### src/sv/assert_macros.svh
// ----------------------------------------------------------------------------
// Assertion macros
// Shared concurrent check macros; empty when building for synthesis.
// ----------------------------------------------------------------------------
`ifndef ASSERT_MACROS_SVH
`define ASSERT_MACROS_SVH

`ifndef SYNTHESIS

// Same-cycle implication, checked out of reset
`define DQ_ASSERT_IMP(lbl, clk, rst_n, ante, cons) \
  lbl: assert property (@(posedge clk) disable iff (!rst_n) (ante) |-> (cons)) \
    else $error("same-cycle implication failed");

// Next-cycle implication, checked out of reset
`define DQ_ASSERT_NXT(lbl, clk, rst_n, ante, cons) \
  lbl: assert property (@(posedge clk) disable iff (!rst_n) (ante) |=> (cons)) \
    else $error("next-cycle implication failed");

`else

`define DQ_ASSERT_IMP(lbl, clk, rst_n, ante, cons)
`define DQ_ASSERT_NXT(lbl, clk, rst_n, ante, cons)

`endif

`endif

### src/sv/dq_pkg.sv
// ----------------------------------------------------------------------------
// dq_pkg
// Codes, widths and the command type shared by the deque modules.
// ----------------------------------------------------------------------------
package dq_pkg;

  localparam int DEF_CAPACITY = 32;
  localparam int CMD_DEPTH    = 2;

  localparam int DATA_W = 32;
  localparam int OP_W   = 3;
  localparam int KIND_W = 2;
  localparam int STAT_W = 2;

  // operation codes
  localparam logic [OP_W-1:0] OP_PUSH_BACK  = 3'd0;
  localparam logic [OP_W-1:0] OP_PUSH_FRONT = 3'd1;
  localparam logic [OP_W-1:0] OP_POP_FRONT  = 3'd2;
  localparam logic [OP_W-1:0] OP_POP_BACK   = 3'd3;
  localparam logic [OP_W-1:0] OP_DUMP       = 3'd4;

  // result kinds
  localparam logic [KIND_W-1:0] KIND_STATUS  = 2'd0;
  localparam logic [KIND_W-1:0] KIND_ELEMENT = 2'd1;
  localparam logic [KIND_W-1:0] KIND_EMPTY   = 2'd2;

  // status codes
  localparam logic [STAT_W-1:0] ST_DONE  = 2'd0;
  localparam logic [STAT_W-1:0] ST_FULL  = 2'd1;
  localparam logic [STAT_W-1:0] ST_EMPTY = 2'd2;

  // control part of a queued command
  typedef struct packed {
    logic              wr_en;
    logic              dump;
    logic [STAT_W-1:0] status;
  } cmd_ctl_t;

endpackage

### src/sv/double_ended_queue.sv
// ----------------------------------------------------------------------------
// double_ended_queue
// Bounded deque of signed 32-bit values in a ring buffer, with dump.
// ----------------------------------------------------------------------------
// Use:
//   Present an operation on in_operation / in_value with start high; the item
//   is taken on the rising edge where start is high and busy is low. Codes:
//   push back, push front, pop front, pop back, dump. Unused codes are taken
//   and give no result.
//   Results appear on out_kind / out_status / out_element / out_last with
//   out_valid high for exactly one cycle each. The receiver cannot stall, so
//   every result must be taken in the cycle it is shown.
// Timing:
//   A push or pop gives one status result via the command queue and result
//   register; the front part takes one such item every cycle while busy is low.
//   A dump of N elements streams N results on consecutive cycles, element
//   data taken straight from the RAM's registered read port; an empty dump
//   gives one result. While a dump sweeps the store the back part pops no
//   commands, so busy rises once the command queue fills.
// Reset:
//   Synchronous, active low. Head and fill level clear to zero and the
//   command queue empties; the element store keeps its contents, since only
//   written entries are ever read.
// ----------------------------------------------------------------------------
`include "assert_macros.svh"

module double_ended_queue #(
  parameter int CAPACITY = dq_pkg::DEF_CAPACITY
) (
  input  logic                             clk,
  input  logic                             rst_n,
  input  logic                             start,
  output logic                             busy,
  input  logic [dq_pkg::OP_W-1:0]          in_operation,
  input  logic signed [dq_pkg::DATA_W-1:0] in_value,
  output logic                             out_valid,
  output logic [dq_pkg::KIND_W-1:0]        out_kind,
  output logic [dq_pkg::STAT_W-1:0]        out_status,
  output logic signed [dq_pkg::DATA_W-1:0] out_element,
  output logic                             out_last
);

  import dq_pkg::*;

  localparam int IDX_W = $clog2(CAPACITY);
  localparam int CNT_W = $clog2(CAPACITY + 1);
  localparam int CTL_W = $bits(cmd_ctl_t);
  localparam int CMD_W = CTL_W + IDX_W + CNT_W + DATA_W;

  // front to command queue
  logic                     f_push;
  cmd_ctl_t                 f_ctl;
  logic [IDX_W-1:0]         f_addr;
  logic [CNT_W-1:0]         f_cnt;
  logic signed [DATA_W-1:0] f_data;
  logic [CNT_W-1:0]         level;

  // command queue to back
  logic [CMD_W-1:0]         q_wr_data;
  logic [CMD_W-1:0]         q_rd_data;
  logic                     q_full;
  logic                     q_not_empty;
  logic                     q_pop;
  cmd_ctl_t                 b_ctl;
  logic [IDX_W-1:0]         b_addr;
  logic [CNT_W-1:0]         b_cnt;
  logic signed [DATA_W-1:0] b_data;

  // back to store
  logic                     ram_wr_en;
  logic [IDX_W-1:0]         ram_wr_addr;
  logic [DATA_W-1:0]        ram_wr_data;
  logic                     ram_rd_en;
  logic [IDX_W-1:0]         ram_rd_addr;
  logic [DATA_W-1:0]        ram_rd_data;

  // Front: classify the item, advance head and level, queue a command
  dq_front #(
    .CAPACITY (CAPACITY)
  ) u_front (
    .clk       (clk),
    .rst_n     (rst_n),
    .start     (start),
    .fifo_full (q_full),
    .operation (in_operation),
    .value     (in_value),
    .busy      (busy),
    .cmd_push  (f_push),
    .cmd_ctl   (f_ctl),
    .cmd_addr  (f_addr),
    .cmd_cnt   (f_cnt),
    .cmd_data  (f_data),
    .level     (level)
  );

  assign q_wr_data = {f_ctl, f_addr, f_cnt, f_data};

  // Hold commands so the front keeps taking items during a dump sweep
  dq_cmd_fifo #(
    .WIDTH (CMD_W),
    .DEPTH (CMD_DEPTH)
  ) u_cmd_fifo (
    .clk       (clk),
    .rst_n     (rst_n),
    .push      (f_push),
    .wr_data   (q_wr_data),
    .pop       (q_pop),
    .rd_data   (q_rd_data),
    .full      (q_full),
    .not_empty (q_not_empty)
  );

  assign {b_ctl, b_addr, b_cnt, b_data} = q_rd_data;

  // Back: write the store, emit status, sweep the store for a dump
  dq_back #(
    .CAPACITY (CAPACITY)
  ) u_back (
    .clk         (clk),
    .rst_n       (rst_n),
    .cmd_valid   (q_not_empty),
    .cmd_ctl     (b_ctl),
    .cmd_addr    (b_addr),
    .cmd_cnt     (b_cnt),
    .cmd_data    (b_data),
    .cmd_pop     (q_pop),
    .wr_en       (ram_wr_en),
    .wr_addr     (ram_wr_addr),
    .wr_data     (ram_wr_data),
    .rd_en       (ram_rd_en),
    .rd_addr     (ram_rd_addr),
    .rd_data     (ram_rd_data),
    .out_valid   (out_valid),
    .out_kind    (out_kind),
    .out_status  (out_status),
    .out_element (out_element),
    .out_last    (out_last)
  );

  // Element store
  dq_ram #(
    .WIDTH (DATA_W),
    .DEPTH (CAPACITY)
  ) u_store (
    .clk     (clk),
    .wr_en   (ram_wr_en),
    .wr_addr (ram_wr_addr),
    .wr_data (ram_wr_data),
    .rd_en   (ram_rd_en),
    .rd_addr (ram_rd_addr),
    .rd_data (ram_rd_data)
  );

  // Fill level never passes the capacity
  `DQ_ASSERT_IMP(a_level_bound, clk, rst_n, 1'b1, level <= CNT_W'(CAPACITY))
  // Status and empty-dump results always close their item
  `DQ_ASSERT_IMP(a_single_last, clk, rst_n, out_valid && out_kind != KIND_ELEMENT, out_last)
  // A dump streams without gaps until its last element
  `DQ_ASSERT_NXT(a_dump_stream, clk, rst_n, out_valid && out_kind == KIND_ELEMENT && !out_last, out_valid && out_kind == KIND_ELEMENT)

endmodule

### src/sv/dq_ram.sv
// ----------------------------------------------------------------------------
// dq_ram
// Generic single-write, single-read RAM with registered read data.
// ----------------------------------------------------------------------------
module dq_ram #(
  parameter int WIDTH = 32,
  parameter int DEPTH = 32
) (
  input  logic                     clk,
  input  logic                     wr_en,
  input  logic [$clog2(DEPTH)-1:0] wr_addr,
  input  logic [WIDTH-1:0]         wr_data,
  input  logic                     rd_en,
  input  logic [$clog2(DEPTH)-1:0] rd_addr,
  output logic [WIDTH-1:0]         rd_data
);

  logic [WIDTH-1:0] mem_r [DEPTH];
  logic [WIDTH-1:0] rd_data_r;

  always_ff @(posedge clk) begin
    if (wr_en) begin
      mem_r[wr_addr] <= wr_data;
    end
    if (rd_en) begin
      rd_data_r <= mem_r[rd_addr];
    end
  end

  assign rd_data = rd_data_r;

endmodule

### src/sv/dq_front.sv
// ----------------------------------------------------------------------------
// dq_front
// Accepts operations, tracks head and fill level, issues commands.
// ----------------------------------------------------------------------------
module dq_front #(
  parameter int CAPACITY = 32
) (
  input  logic                             clk,
  input  logic                             rst_n,
  input  logic                             start,
  input  logic                             fifo_full,
  input  logic [dq_pkg::OP_W-1:0]          operation,
  input  logic signed [dq_pkg::DATA_W-1:0] value,
  output logic                             busy,
  output logic                             cmd_push,
  output dq_pkg::cmd_ctl_t                 cmd_ctl,
  output logic [$clog2(CAPACITY)-1:0]      cmd_addr,
  output logic [$clog2(CAPACITY+1)-1:0]    cmd_cnt,
  output logic signed [dq_pkg::DATA_W-1:0] cmd_data,
  output logic [$clog2(CAPACITY+1)-1:0]    level
);

  import dq_pkg::*;

  localparam int IDX_W = $clog2(CAPACITY);
  localparam int CNT_W = $clog2(CAPACITY + 1);
  localparam int SUM_W = CNT_W + 1;

  logic [IDX_W-1:0] head_r, head_nxt;
  logic [CNT_W-1:0] count_r, count_nxt;
  logic             accept;
  logic             full;
  logic             empty;
  logic [SUM_W-1:0] tail_sum;
  logic [IDX_W-1:0] tail_idx;
  logic [IDX_W-1:0] head_inc;
  logic [IDX_W-1:0] head_dec;

  assign busy   = fifo_full;
  assign accept = start && !busy;
  assign full   = (count_r == CNT_W'(CAPACITY));
  assign empty  = (count_r == '0);

  // slot past the back element, wrapped once
  assign tail_sum = SUM_W'(head_r) + SUM_W'(count_r);
  assign tail_idx = (tail_sum >= SUM_W'(CAPACITY)) ?
                    IDX_W'(tail_sum - SUM_W'(CAPACITY)) : IDX_W'(tail_sum);
  assign head_inc = (head_r == IDX_W'(CAPACITY - 1)) ? '0 : head_r + 1'b1;
  assign head_dec = (head_r == '0) ? IDX_W'(CAPACITY - 1) : head_r - 1'b1;

  always_comb begin
    head_nxt       = head_r;
    count_nxt      = count_r;
    cmd_push       = 1'b0;
    cmd_ctl.wr_en  = 1'b0;
    cmd_ctl.dump   = 1'b0;
    cmd_ctl.status = ST_DONE;
    cmd_addr       = head_r;
    cmd_cnt        = count_r;
    cmd_data       = value;
    if (accept) begin
      unique case (operation)
        OP_PUSH_BACK: begin
          cmd_push = 1'b1;
          if (full) begin
            cmd_ctl.status = ST_FULL;
          end else begin
            cmd_ctl.wr_en = 1'b1;
            cmd_addr      = tail_idx;
            count_nxt     = count_r + 1'b1;
          end
        end
        OP_PUSH_FRONT: begin
          cmd_push = 1'b1;
          if (full) begin
            cmd_ctl.status = ST_FULL;
          end else begin
            cmd_ctl.wr_en = 1'b1;
            cmd_addr      = head_dec;
            head_nxt      = head_dec;
            count_nxt     = count_r + 1'b1;
          end
        end
        OP_POP_FRONT: begin
          cmd_push = 1'b1;
          if (empty) begin
            cmd_ctl.status = ST_EMPTY;
          end else begin
            head_nxt  = head_inc;
            count_nxt = count_r - 1'b1;
          end
        end
        OP_POP_BACK: begin
          cmd_push = 1'b1;
          if (empty) begin
            cmd_ctl.status = ST_EMPTY;
          end else begin
            count_nxt = count_r - 1'b1;
          end
        end
        OP_DUMP: begin
          cmd_push     = 1'b1;
          cmd_ctl.dump = 1'b1;
        end
        default: begin
          // unused codes: drop silently
          cmd_push = 1'b0;
        end
      endcase
    end
  end

  always_ff @(posedge clk) begin
    if (!rst_n) begin
      head_r  <= '0;
      count_r <= '0;
    end else begin
      head_r  <= head_nxt;
      count_r <= count_nxt;
    end
  end

  assign level = count_r;

endmodule

### src/sv/dq_cmd_fifo.sv
// ----------------------------------------------------------------------------
// dq_cmd_fifo
// Short command queue between the front and back parts.
// ----------------------------------------------------------------------------
module dq_cmd_fifo #(
  parameter int WIDTH = 8,
  parameter int DEPTH = 2
) (
  input  logic             clk,
  input  logic             rst_n,
  input  logic             push,
  input  logic [WIDTH-1:0] wr_data,
  input  logic             pop,
  output logic [WIDTH-1:0] rd_data,
  output logic             full,
  output logic             not_empty
);

  localparam int PTR_W = $clog2(DEPTH);
  localparam int CNT_W = $clog2(DEPTH + 1);

  logic [WIDTH-1:0] mem_r [DEPTH];
  logic [PTR_W-1:0] wr_ptr_r, wr_ptr_nxt;
  logic [PTR_W-1:0] rd_ptr_r, rd_ptr_nxt;
  logic [CNT_W-1:0] cnt_r, cnt_nxt;
  logic             do_push;
  logic             do_pop;

  assign full      = (cnt_r == CNT_W'(DEPTH));
  assign not_empty = (cnt_r != '0);
  assign do_push   = push && !full;
  assign do_pop    = pop && not_empty;
  assign rd_data   = mem_r[rd_ptr_r];

  always_comb begin
    wr_ptr_nxt = wr_ptr_r;
    rd_ptr_nxt = rd_ptr_r;
    cnt_nxt    = cnt_r;
    if (do_push) begin
      wr_ptr_nxt = (wr_ptr_r == PTR_W'(DEPTH - 1)) ? '0 : wr_ptr_r + 1'b1;
    end
    if (do_pop) begin
      rd_ptr_nxt = (rd_ptr_r == PTR_W'(DEPTH - 1)) ? '0 : rd_ptr_r + 1'b1;
    end
    if (do_push && !do_pop) begin
      cnt_nxt = cnt_r + 1'b1;
    end else if (do_pop && !do_push) begin
      cnt_nxt = cnt_r - 1'b1;
    end
  end

  always_ff @(posedge clk) begin
    if (do_push) begin
      mem_r[wr_ptr_r] <= wr_data;
    end
  end

  always_ff @(posedge clk) begin
    if (!rst_n) begin
      wr_ptr_r <= '0;
      rd_ptr_r <= '0;
      cnt_r    <= '0;
    end else begin
      wr_ptr_r <= wr_ptr_nxt;
      rd_ptr_r <= rd_ptr_nxt;
      cnt_r    <= cnt_nxt;
    end
  end

endmodule

### src/sv/dq_back.sv
// ----------------------------------------------------------------------------
// dq_back
// Executes queued commands: store writes, status results, dump sweeps.
// ----------------------------------------------------------------------------
module dq_back #(
  parameter int CAPACITY = 32
) (
  input  logic                              clk,
  input  logic                              rst_n,
  input  logic                              cmd_valid,
  input  dq_pkg::cmd_ctl_t                  cmd_ctl,
  input  logic [$clog2(CAPACITY)-1:0]       cmd_addr,
  input  logic [$clog2(CAPACITY+1)-1:0]     cmd_cnt,
  input  logic signed [dq_pkg::DATA_W-1:0]  cmd_data,
  output logic                              cmd_pop,
  output logic                              wr_en,
  output logic [$clog2(CAPACITY)-1:0]       wr_addr,
  output logic [dq_pkg::DATA_W-1:0]         wr_data,
  output logic                              rd_en,
  output logic [$clog2(CAPACITY)-1:0]       rd_addr,
  input  logic [dq_pkg::DATA_W-1:0]         rd_data,
  output logic                              out_valid,
  output logic [dq_pkg::KIND_W-1:0]         out_kind,
  output logic [dq_pkg::STAT_W-1:0]         out_status,
  output logic signed [dq_pkg::DATA_W-1:0]  out_element,
  output logic                              out_last
);

  import dq_pkg::*;

  localparam int IDX_W = $clog2(CAPACITY);
  localparam int CNT_W = $clog2(CAPACITY + 1);

  localparam logic S_IDLE = 1'b0;
  localparam logic S_DUMP = 1'b1;

  logic              state_r, state_nxt;
  logic [IDX_W-1:0]  ptr_r, ptr_nxt;
  logic [CNT_W-1:0]  left_r, left_nxt;
  logic              res_valid_r, res_valid_nxt;
  logic [KIND_W-1:0] res_kind_r, res_kind_nxt;
  logic [STAT_W-1:0] res_status_r, res_status_nxt;
  logic              elem_valid_r, elem_valid_nxt;
  logic              elem_last_r, elem_last_nxt;

  function automatic logic [IDX_W-1:0] wrap_inc(input logic [IDX_W-1:0] idx);
    return (idx == IDX_W'(CAPACITY - 1)) ? '0 : idx + 1'b1;
  endfunction

  assign wr_addr = cmd_addr;
  assign wr_data = cmd_data;

  always_comb begin
    state_nxt      = state_r;
    ptr_nxt        = ptr_r;
    left_nxt       = left_r;
    res_valid_nxt  = 1'b0;
    res_kind_nxt   = KIND_STATUS;
    res_status_nxt = ST_DONE;
    elem_valid_nxt = 1'b0;
    elem_last_nxt  = 1'b0;
    cmd_pop        = 1'b0;
    wr_en          = 1'b0;
    rd_en          = 1'b0;
    rd_addr        = ptr_r;
    unique case (state_r)
      S_IDLE: begin
        if (cmd_valid) begin
          cmd_pop = 1'b1;
          if (!cmd_ctl.dump) begin
            wr_en          = cmd_ctl.wr_en;
            res_valid_nxt  = 1'b1;
            res_status_nxt = cmd_ctl.status;
          end else if (cmd_cnt == '0) begin
            res_valid_nxt = 1'b1;
            res_kind_nxt  = KIND_EMPTY;
          end else begin
            // first read of the sweep
            rd_en          = 1'b1;
            rd_addr        = cmd_addr;
            ptr_nxt        = wrap_inc(cmd_addr);
            left_nxt       = cmd_cnt - 1'b1;
            elem_valid_nxt = 1'b1;
            elem_last_nxt  = (cmd_cnt == CNT_W'(1));
            if (cmd_cnt != CNT_W'(1)) begin
              state_nxt = S_DUMP;
            end
          end
        end
      end
      S_DUMP: begin
        rd_en          = 1'b1;
        ptr_nxt        = wrap_inc(ptr_r);
        left_nxt       = left_r - 1'b1;
        elem_valid_nxt = 1'b1;
        elem_last_nxt  = (left_r == CNT_W'(1));
        if (left_r == CNT_W'(1)) begin
          state_nxt = S_IDLE;
        end
      end
      default: begin
        state_nxt = S_IDLE;
      end
    endcase
  end

  always_ff @(posedge clk) begin
    if (!rst_n) begin
      state_r      <= S_IDLE;
      res_valid_r  <= 1'b0;
      elem_valid_r <= 1'b0;
    end else begin
      state_r      <= state_nxt;
      res_valid_r  <= res_valid_nxt;
      elem_valid_r <= elem_valid_nxt;
    end
  end

  always_ff @(posedge clk) begin
    ptr_r        <= ptr_nxt;
    left_r       <= left_nxt;
    res_kind_r   <= res_kind_nxt;
    res_status_r <= res_status_nxt;
    elem_last_r  <= elem_last_nxt;
  end

  // element results take the RAM read data as it comes out
  assign out_valid   = res_valid_r || elem_valid_r;
  assign out_kind    = elem_valid_r ? KIND_ELEMENT : res_kind_r;
  assign out_status  = elem_valid_r ? ST_DONE : res_status_r;
  assign out_element = elem_valid_r ? rd_data : '0;
  assign out_last    = elem_valid_r ? elem_last_r : res_valid_r;

endmodule

### config.mk
export PLATFORM = sky130hd
export DESIGN_NAME = double_ended_queue
export DESIGN_NICKNAME = d
export VERILOG_FILES = /design/src/sv/dq_pkg.sv /design/src/sv/double_ended_queue.sv /design/src/sv/dq_ram.sv /design/src/sv/dq_front.sv /design/src/sv/dq_cmd_fifo.sv /design/src/sv/dq_back.sv
export VERILOG_INCLUDE_DIRS = /design/src /design/src/sv
export SDC_FILE = /design/constraint.sdc
export NUM_CORES = 1
export LEC_CHECK = 0
export BUFFER_PORTS_ARGS = -buffer_cell sky130_fd_sc_hd__buf_2
export CAP_MARGIN = 20
export CELL_PAD_IN_SITES_DETAIL_PLACEMENT = 1
export CELL_PAD_IN_SITES_GLOBAL_PLACEMENT = 1
export CORE_MARGIN = 2
export CORE_UTILIZATION = 50
export CTS_BUF_LIST = sky130_fd_sc_hd__clkbuf_8 sky130_fd_sc_hd__clkbuf_16
export DETAILED_ROUTE_END_ITERATION = 7
export PLACE_DENSITY = 0.76
export SYNTH_ARGS = -nofsm -noshare
export SYNTH_HDL_FRONTEND = slang
export SYNTH_SLANG_ARGS = --single-unit
### constraint.sdc
create_clock -name clk -period 5.15 [get_ports clk]
set_input_delay 1.2875 -clock clk [delete_from_list [all_inputs] [get_ports clk]]
set_output_delay 1.2875 -clock clk [all_outputs]
set_load 0.01 [all_outputs]
Word level (Yosys, flattened, before mapping). Memory sizes are Yosys's and may differ from the RTL's. A register that Yosys moved wholly into a read port is not among the register bits. Index checks and enable logic that the tools add are counted.

Add/sub/neg operators: 14. $lt $le $gt $ge: 1. Eq/ne operators: 18. Muxes and demuxes: 71. Bitwise logic cells: 4. Reduce and logical (&&, ||, !) cells: 26.

Operators by type and width (count): $mux W5 (16); $mux W1 (33); $mux W32 (1); $mux W6 (5); $pmux W5 S2 (3); $pmux W6 S2 (2); $sub A6 B1 Y6 const B (3); $add A5 B1 Y5 const B (3); $eq A5 B5 Y1 const B (3); $eq A6 B1 Y1 const B (2); $logic_not A6 Y1 (2); $mux W2 (6); $ne A2 B2 Y1 const B (6); $sub A5 B1 Y5 const B (2); $reduce_or A3 Y1 (3); $reduce_bool A2 Y1 (4); $add A5 B6 Y7 (1); $ge A7 B6 Y1 const B (1); $add A6 B1 Y6 const B (1); $eq A3 B2 Y1 const B (2); $eq A6 B6 Y1 const B (1); $ne A6 B1 Y1 const B (1); $pmux W1 S2 (3); $reduce_and A3 Y1 (2); 17 further kinds (28).

Flip-flop bits (word level): 34. Memory bits (writable): 1118. Output and inout bits: 39. Memories: 2.

Memories: u_store.mem_r (words 32, width 32, read ports 1, clocked after Yosys merged registers in 1, wr ports 1, line dq_ram.sv:18) `logic [WIDTH-1:0] mem_r [DEPTH];`; u_cmd_fifo.mem_r (words 2, width 47, read ports 1, clocked after Yosys merged registers in 1, wr ports 1, line dq_cmd_fifo.sv:22) `logic [WIDTH-1:0] mem_r [DEPTH];`.

Longest topological paths before layout. Gate-level depths: netlist (run 1).

Word-level depth: 9. Gate-level depth with buffers: 14.

Hierarchy. A second synthesis (run 1) with hierarchy kept.

Cells, all modules: 2811. Area total of the unflattened synthesis: 47644.4 um^2.

By module, submodules not included: dq_ram (times used 1, cells each 2260, area an instance 40812.9 um^2, seq. area each 31710.4 um^2); dq_cmd_fifo (times used 1, cells each 171, area an instance 3623.5 um^2, seq. area each 2922.8 um^2); dq_back (times used 1, cells each 179, area an instance 1641.6 um^2, seq. area each 470.5 um^2); dq_front (times used 1, cells each 201, area an instance 1566.5 um^2, seq. area each 220.2 um^2).

Least setup slack after synthesis (run 1). Ideal clock, no wire load.

Path kind: input -> register. Start point: in in_operation[0] (netlist name). End point: mem u_cmd_fifo.mem_r[0][0] (netlist name), enable pin. Library setup time: 457 ps. Arrival: 4015 ps. Setup slack: 678 ps. Cell stages on the path: 3. Cells stage by stage: or2_2 > a21oi_1 > nor2b_1.

Word-level cells in the longest chain between the ends: 7. Elaborated cells between the ends (all ways): 11. Those cells by class: eq/ne (4); mux (4); reduce/logical (3).

RTL lines: start, declared (line double_ended_queue.sv:34) `input logic [dq_pkg::OP_W-1:0] in_operation,`; $eq A3 B3 Y1, or another cell as far along (line dq_front.sv:62) `unique case (operation)`; $reduce_or A5 Y1 (no source line) (*); $mux W1 (*) (line dq_front.sv:62); $mux W1 (*) (line dq_front.sv:61) `if (accept) begin`; $logic_and A1 B1 Y1 (*) (line dq_cmd_fifo.sv:31) `assign do_push = push && !full;`; via u_cmd_fifo.do_push (line dq_cmd_fifo.sv:26) `logic do_push;`; $mux W1 (*) (line dq_cmd_fifo.sv:53) `if (do_push) begin`; $mux W1 (implied by the code) (*) (line dq_cmd_fifo.sv:54) `mem_r[wr_ptr_r] <= wr_data;`; end, declared (line dq_cmd_fifo.sv:22).

Mark *: on every way through the listed nets, which the timed path passes. The rest lies on a longest branch.

==> results of run 1 <==
[cell usage after synthesis (17+ instances only)]
cell      instances  area (um^2)
a21oi_1          22          110
a32oi_1         256         2240
and2_1           35          219
buf_2            67          335
buf_6            26          293
clkbuf_1         61          229
dfxtp_1          23          460
edfxtp_1       1161        34900
ha_1             24          300
inv_1            18         67.6
mux2_2           40          450
mux2i_1         286         2860
nand2_1         565         2120
nand4_1          66          413
nor2_1          103          387
o21ai_0          17         85.1
xnor2_1          18          158
[logic make-up after synthesis]
group                      after synthesis  synth area share [%]
adders and majority gates               26                 0.731
AOI/OAI and AO/OA                      329                  5.84
muxes                                  330                  7.24
xor gates and xnor gates                26                 0.489
and+or+nand+nor                        828                  7.58
buffers and inverters                  184                  2.20
DFF                                   1184                  75.9
[worst min-delay path, stage by stage (launching register included)]
cell and delay (ns):
edfxtp_1 0.32, mux2i_1 0.08, nor2_1 0.08
[cell type report]
cell class / count / area share, %
Timing Repair Buffer: 166 / 2.54
Multi-Input combinational cell: 1539 / 20.1
Clock buffer: 122 / 5.78
Clock inverter: 97 / 1.61
Antenna cell: 1 / 0.00474
Tap cell: 1243 / 2.94
Inverter: 19 / 0.135
Sequential cell: 1184 / 66.8
[metal layers]
layer	wire (um)	part of all wire (%)
met1	53200	38
met2	69600	49
met3	12700	9.0
met4	6110	4.3
met5	0	0
[final timing paths]
path | endpoint | slack, ns | cells after the start | startpoint
min | u_back.res_status_r[1] | 0.51 | 2 | u_cmd_fifo.mem_r[1][44]
min reg2reg | u_back.res_status_r[1] | 0.51 | 2 | u_cmd_fifo.mem_r[1][44]
max | u_store.rd_data[21] | 1.03 | 9 | flip-flop
max reg2reg | u_store.rd_data[21] | 1.03 | 9 | flip-flop
[registers in the layout (all words and copies together) (netlist names), 2 cells and up, named ones only]
register and cells:
u_front.head_r 5, u_cmd_fifo.cnt_r 2, u_store.mem_r 1024, u_back.res_status_r 2
u_back.ptr_r 5, u_store.rd_data 32, u_cmd_fifo.mem_r 94, u_back.left_r 6
u_front.cmd_cnt 6
[through the flow]
step	area, um^2	total power [mW]	worst slack [ns]
final	52800	29.1	1.03
after global routing	52800	30.0	0.978
after CTS	52800	29.1	1.05
after detailed placement	48900	20.4	1.08
after global placement	48900	19.9	1.22
after floorplan	46500	17.6	0.678
[power groups by stage]
| stage | Combinational [mW] | Sequential [mW] | Clock (mW) |
|---|---|---|---|
| after CTS | 8.21 | 12.1 | 8.77 |
| after detailed placement | 8.07 | 12.3 | 0 |
| after global placement | 7.64 | 12.3 | 0 |
| after floorplan | 5.53 | 12.0 | 0 |
| final | 8.29 | 12.1 | 8.70 |
| after global routing | 8.74 | 12.1 | 9.10 |
==> metrics, run 1 <==
Clock Skew=between 0.02 and 0.03 ns; CTS tree=yes; GR Util met3=4.78%; Hold-fix buffers, CTS=0; Worst Hold Class=flip-flop to flip-flop; CTS Buffer Depth=3; post-layout net count=~3100; Placeable Area=around 90000 um^2; drt total wl=~140000 um; slowest cell on the critical path=mux2i_4; vias per cell=roughly 6.4; Pwr per Cell Area=about 550 nW/um^2; status=finished, final reports clean; max-cap violation count=0; area of the multi-input gates=about 11000 um^2; maximum clock frequency=roughly 240 MHz; Comb pwr share=28.5%; sw frac=approximately 33%; CTS resizes=0; Required @ worst endpoint=roughly 5.6 ns; # fillers=8399; Post-synth EDFFs=between 1000 and 1500; most frequent cells in the layout=edfxtp_1, nand2_1, mux2i_1; die height=309 um; clock power share=between 20 and 30%; Die Width=309 um; cell chain of the critical path=buf_4, nor4b_4, o211ai_2, nand3_2, mux2i_4, buf_12, a32oi_1, nand4_1, nor2_1; IO Count=just under 80; 1st-iter DRT viols=between 3000 and 4000; FF+latch count, synth=1184; share of cells above drive strength 1=between 10% and 20%; IR Drop Worst-Case VDD=0.410 mV; total die area=95500 um^2; Clock Latency Late Sink=roughly 0.7 ns; worst hold slack=0.507 ns; most common cell after layout, fill and taps aside=edfxtp_1; Post-synth ARST share=0%; Net Count, Synth=2971; Synth Instances=between 2000 and 3000; final core occ=between 50 and 60%; routed len/inst=approximately 32 um; Initial Util=around 51%; # port buffers=76; total congestion overflow=0; clk sinks=roughly 1200; Internal Power=19.4 mW; CTS Buf Count=~120; antenna violations before repair=5; worst-path fanout max=31; delay-heaviest family, CP=simple AND/OR/NAND/NOR gates; Net Switching=around 9.7 mW; syn_area_per_cell=around 16 um^2; CP Capture Type=flip-flop; Worst-path clk slew=~0.060 ns; Slowest Stage Delay on Critical Path=~1 ns; DPL Wire Length=77700 um; Placed Cells=4150; leak pwr=18.0 nW; Worst-Margin Slew=approximately 1.1 ns; via count=between 20000 and 30000; Max Slew Vio Count=0; CP Class=flip-flop to flip-flop; Sequential Area=35300 um^2; Flop pwr share=41.6%; vias in the first global route=slightly below 30000; # Post-CTS Setup Buffers=0; Worst slew margin=between 20% and 30%; minimum clock period=4.12 ns; sequential area share after synthesis=between 70% and 80%; synthesized area=46500 um^2; first-pass GRT wire length=202000 um; fin cells=about 4400; number of synthesis warnings=0; num rows=about 110; met2 Usage GRT=49.7%; met1 usage=a little under two fifths; Overall Global Routing Usage=between 20% and 30%; TNS Setup=0 ns; Root Driver=clkbuf_16; Final period util=about four fifths; Final Wtd Congestion=approximately 0.83; H-Tree Depth=3; Netlist cell types=57; Layout area overhead=13.6%; startpoint types=flip-flop; top_reg_cell synth=edfxtp_1; worst path arrival time=4.56 ns; RSZ-0062 raised after global routing=no; final routed DRC violation total=0; Detail Route Antenna Nets=0; largest net degree at the start of global routing=105; most used routing layer=met2; Detailed Routing Iterations Pass 1=5; Worst Path Buf+Inv=2; Hold Violations, Final=0; # setup viols final=0
(Power assumes the default switching activity.)
==> run 2, diff against run 1 <==
- clock period: 5.15 -> 3.9 ns (I/O delays scaled with it)
==> run 2 against run 1 <==
Effect of this change: die area did not move; maximum frequency rose by 17%; setup slack got worse by 0.64 ns; critical path depth rose by 3; clock power is 21% higher; cell count shrank 0.14%.
==> metrics, run 2 (synthesis results as in run 1) <==
Pwr per Cell Area=just over 700 nW/um^2; CP Class=flip-flop to flip-flop; RSZ-0062 raised after global routing=no; Overall Global Routing Usage=28.7%; Design Area, Final=around 53000 um^2; total die area=roughly 96000 um^2; routed len/inst=approximately 31 um; Worst-Margin Slew=about 0.97 ns; CTS Buf Count=between 100 and 150; die height=309 um; Required @ worst endpoint=about 4.4 ns; largest net degree at the start of global routing=slightly below 70; Clock Skew=approximately 0.032 ns; Detailed Routing Iterations Pass 1=6; pre-CTS setup slack=0.480 ns; Flop pwr share=a little over two fifths; IR Drop Worst-Case VDD=about 0.50 mV; antenna violations before repair=2; # port buffers=76; max reg flops=around 1000; most common cell after layout, fill and taps aside=edfxtp_1; 1st-iter DRT viols=roughly 3300; IO Count=between 70 and 80; final routed DRC violation total=0; Detail Route Antenna Nets=0; r2r setup slk=0.39 ns; Final Power=between 30 and 40 mW; Final Wtd Congestion=around 0.81; Root Driver=clkbuf_16; Comb pwr share=between 20 and 30%; Largest Register=u_store.mem_r; worst-path fanout max=33; max-cap violation count=0; placed instance area=49500 um^2; Placeable Area=91900 um^2; clock power share=27.9%; CP Capture Type=flip-flop; maximum clock frequency=around 290 MHz; Worst Setup Slack, final=roughly 0.4 ns; # setup viols final=0; Hold-fix buffers, CTS=0; Net Switching=~13 mW; Hold Path Stages=1; most frequent cells in the layout=edfxtp_1, nand2_1, mux2i_1; Max Slew Vio Count=0; drt total wl=137000 um; status=finished, final reports clean; share of cells above drive strength 1=around 14%; minimum clock period=between 3 and 4 ns; clk sinks=1184; Worst slew margin=a little over a third; R2R depth=12; Internal Power=between 20 and 25 mW; vias in the first global route=29278; H-Tree Depth=3; final core occ=between 50% and 60%; first-pass GRT wire length=roughly 200000 um; Worst-path clk slew=about 0.060 ns; startpoint types=flip-flop; Hold Violations, Final=0; sw frac=about 34%; leak pwr=18.0 nW; via count=27720; CTS Buffer Depth=3; post-layout net count=3098; CTS tree=yes; num rows=about 110; # Post-CTS Setup Buffers=0; Worst Hold Class=input port to flip-flop; Initial Util=about half; CTS resizes=0; TNS Setup=0 ns; Layout area overhead=13.9%; Die Width=a little over 300 um; Final period util=~90%; Clock Latency Late Sink=about 0.71 ns; vias per cell=between 6 and 7; DPL Wire Length=~75000 um; total congestion overflow=0; # fillers=8373; worst path arrival time=4.04 ns
[run 2: metal layers]
metal  share of wire (%)  track usage (%)  wire length, um
met1                  39             37.3            52800
met2                  50             48.9            68200
met3                 8.1             4.62            11100
met4                 3.7             10.6             5010
met5               0.010                0               14
[run 2: final cells by class]
type                            instances  area (um^2)  share of cell area (%)
Timing Repair Buffer                  174         1850                    3.50
Sequential cell                      1184        35300                    66.7
Tap cell                             1243         1560                    2.94
Multi-Input combinational cell       1539        10600                    20.1
Clock buffer                          120         2970                    5.60
Clock inverter                         84          554                    1.05
Inverter                               19         71.3                   0.135
Antenna cell                            2         5.00                 0.00945
[run 2: power groups by stage]
stage	logic, mW	clock network (mW)	registers [mW]
global route	11.9	11.0	16.0
finish	11.2	10.5	16.0
floorplan	7.31	0	15.9
detailed placement	11.0	0	16.2
global placement	10.4	0	16.2
CTS	11.1	10.6	16.0
[run 2: worst paths after layout]
check                     startpoint                endpoint
min                      in_value[4]  u_cmd_fifo.mem_r[1][4]
max reg2reg                flip-flop      u_store.rd_data[5]
max                        flip-flop      u_store.rd_data[5]
min reg2reg  u_cmd_fifo.mem_r[0][44]  u_back.res_status_r[1]
[run 2: per-stage QoR]
| stage | instances | hold WS, ns |
|---|---|---|
| floorplan | 2907 | 0.424 |
| global placement | 4159 | 0.492 |
| detailed placement | 4159 | 0.503 |
| CTS | 4363 | 0.431 |
| global route | 4363 | 0.438 |
| finish | 4365 | 0.456 |
[run 2: worst max-delay path, stage by stage (launching register included)]
cell and delay (ns):
dfxtp_2 0.52, mux2_2 0.42, inv_1 0.09, ha_1 0.22, o211a_1 0.20, o211a_4 0.36
buf_12 0.21, buf_12 0.24, buf_4 0.30, nand2_1 0.10, a32oi_1 0.30, nand4_1 0.16
nor2_1 0.16
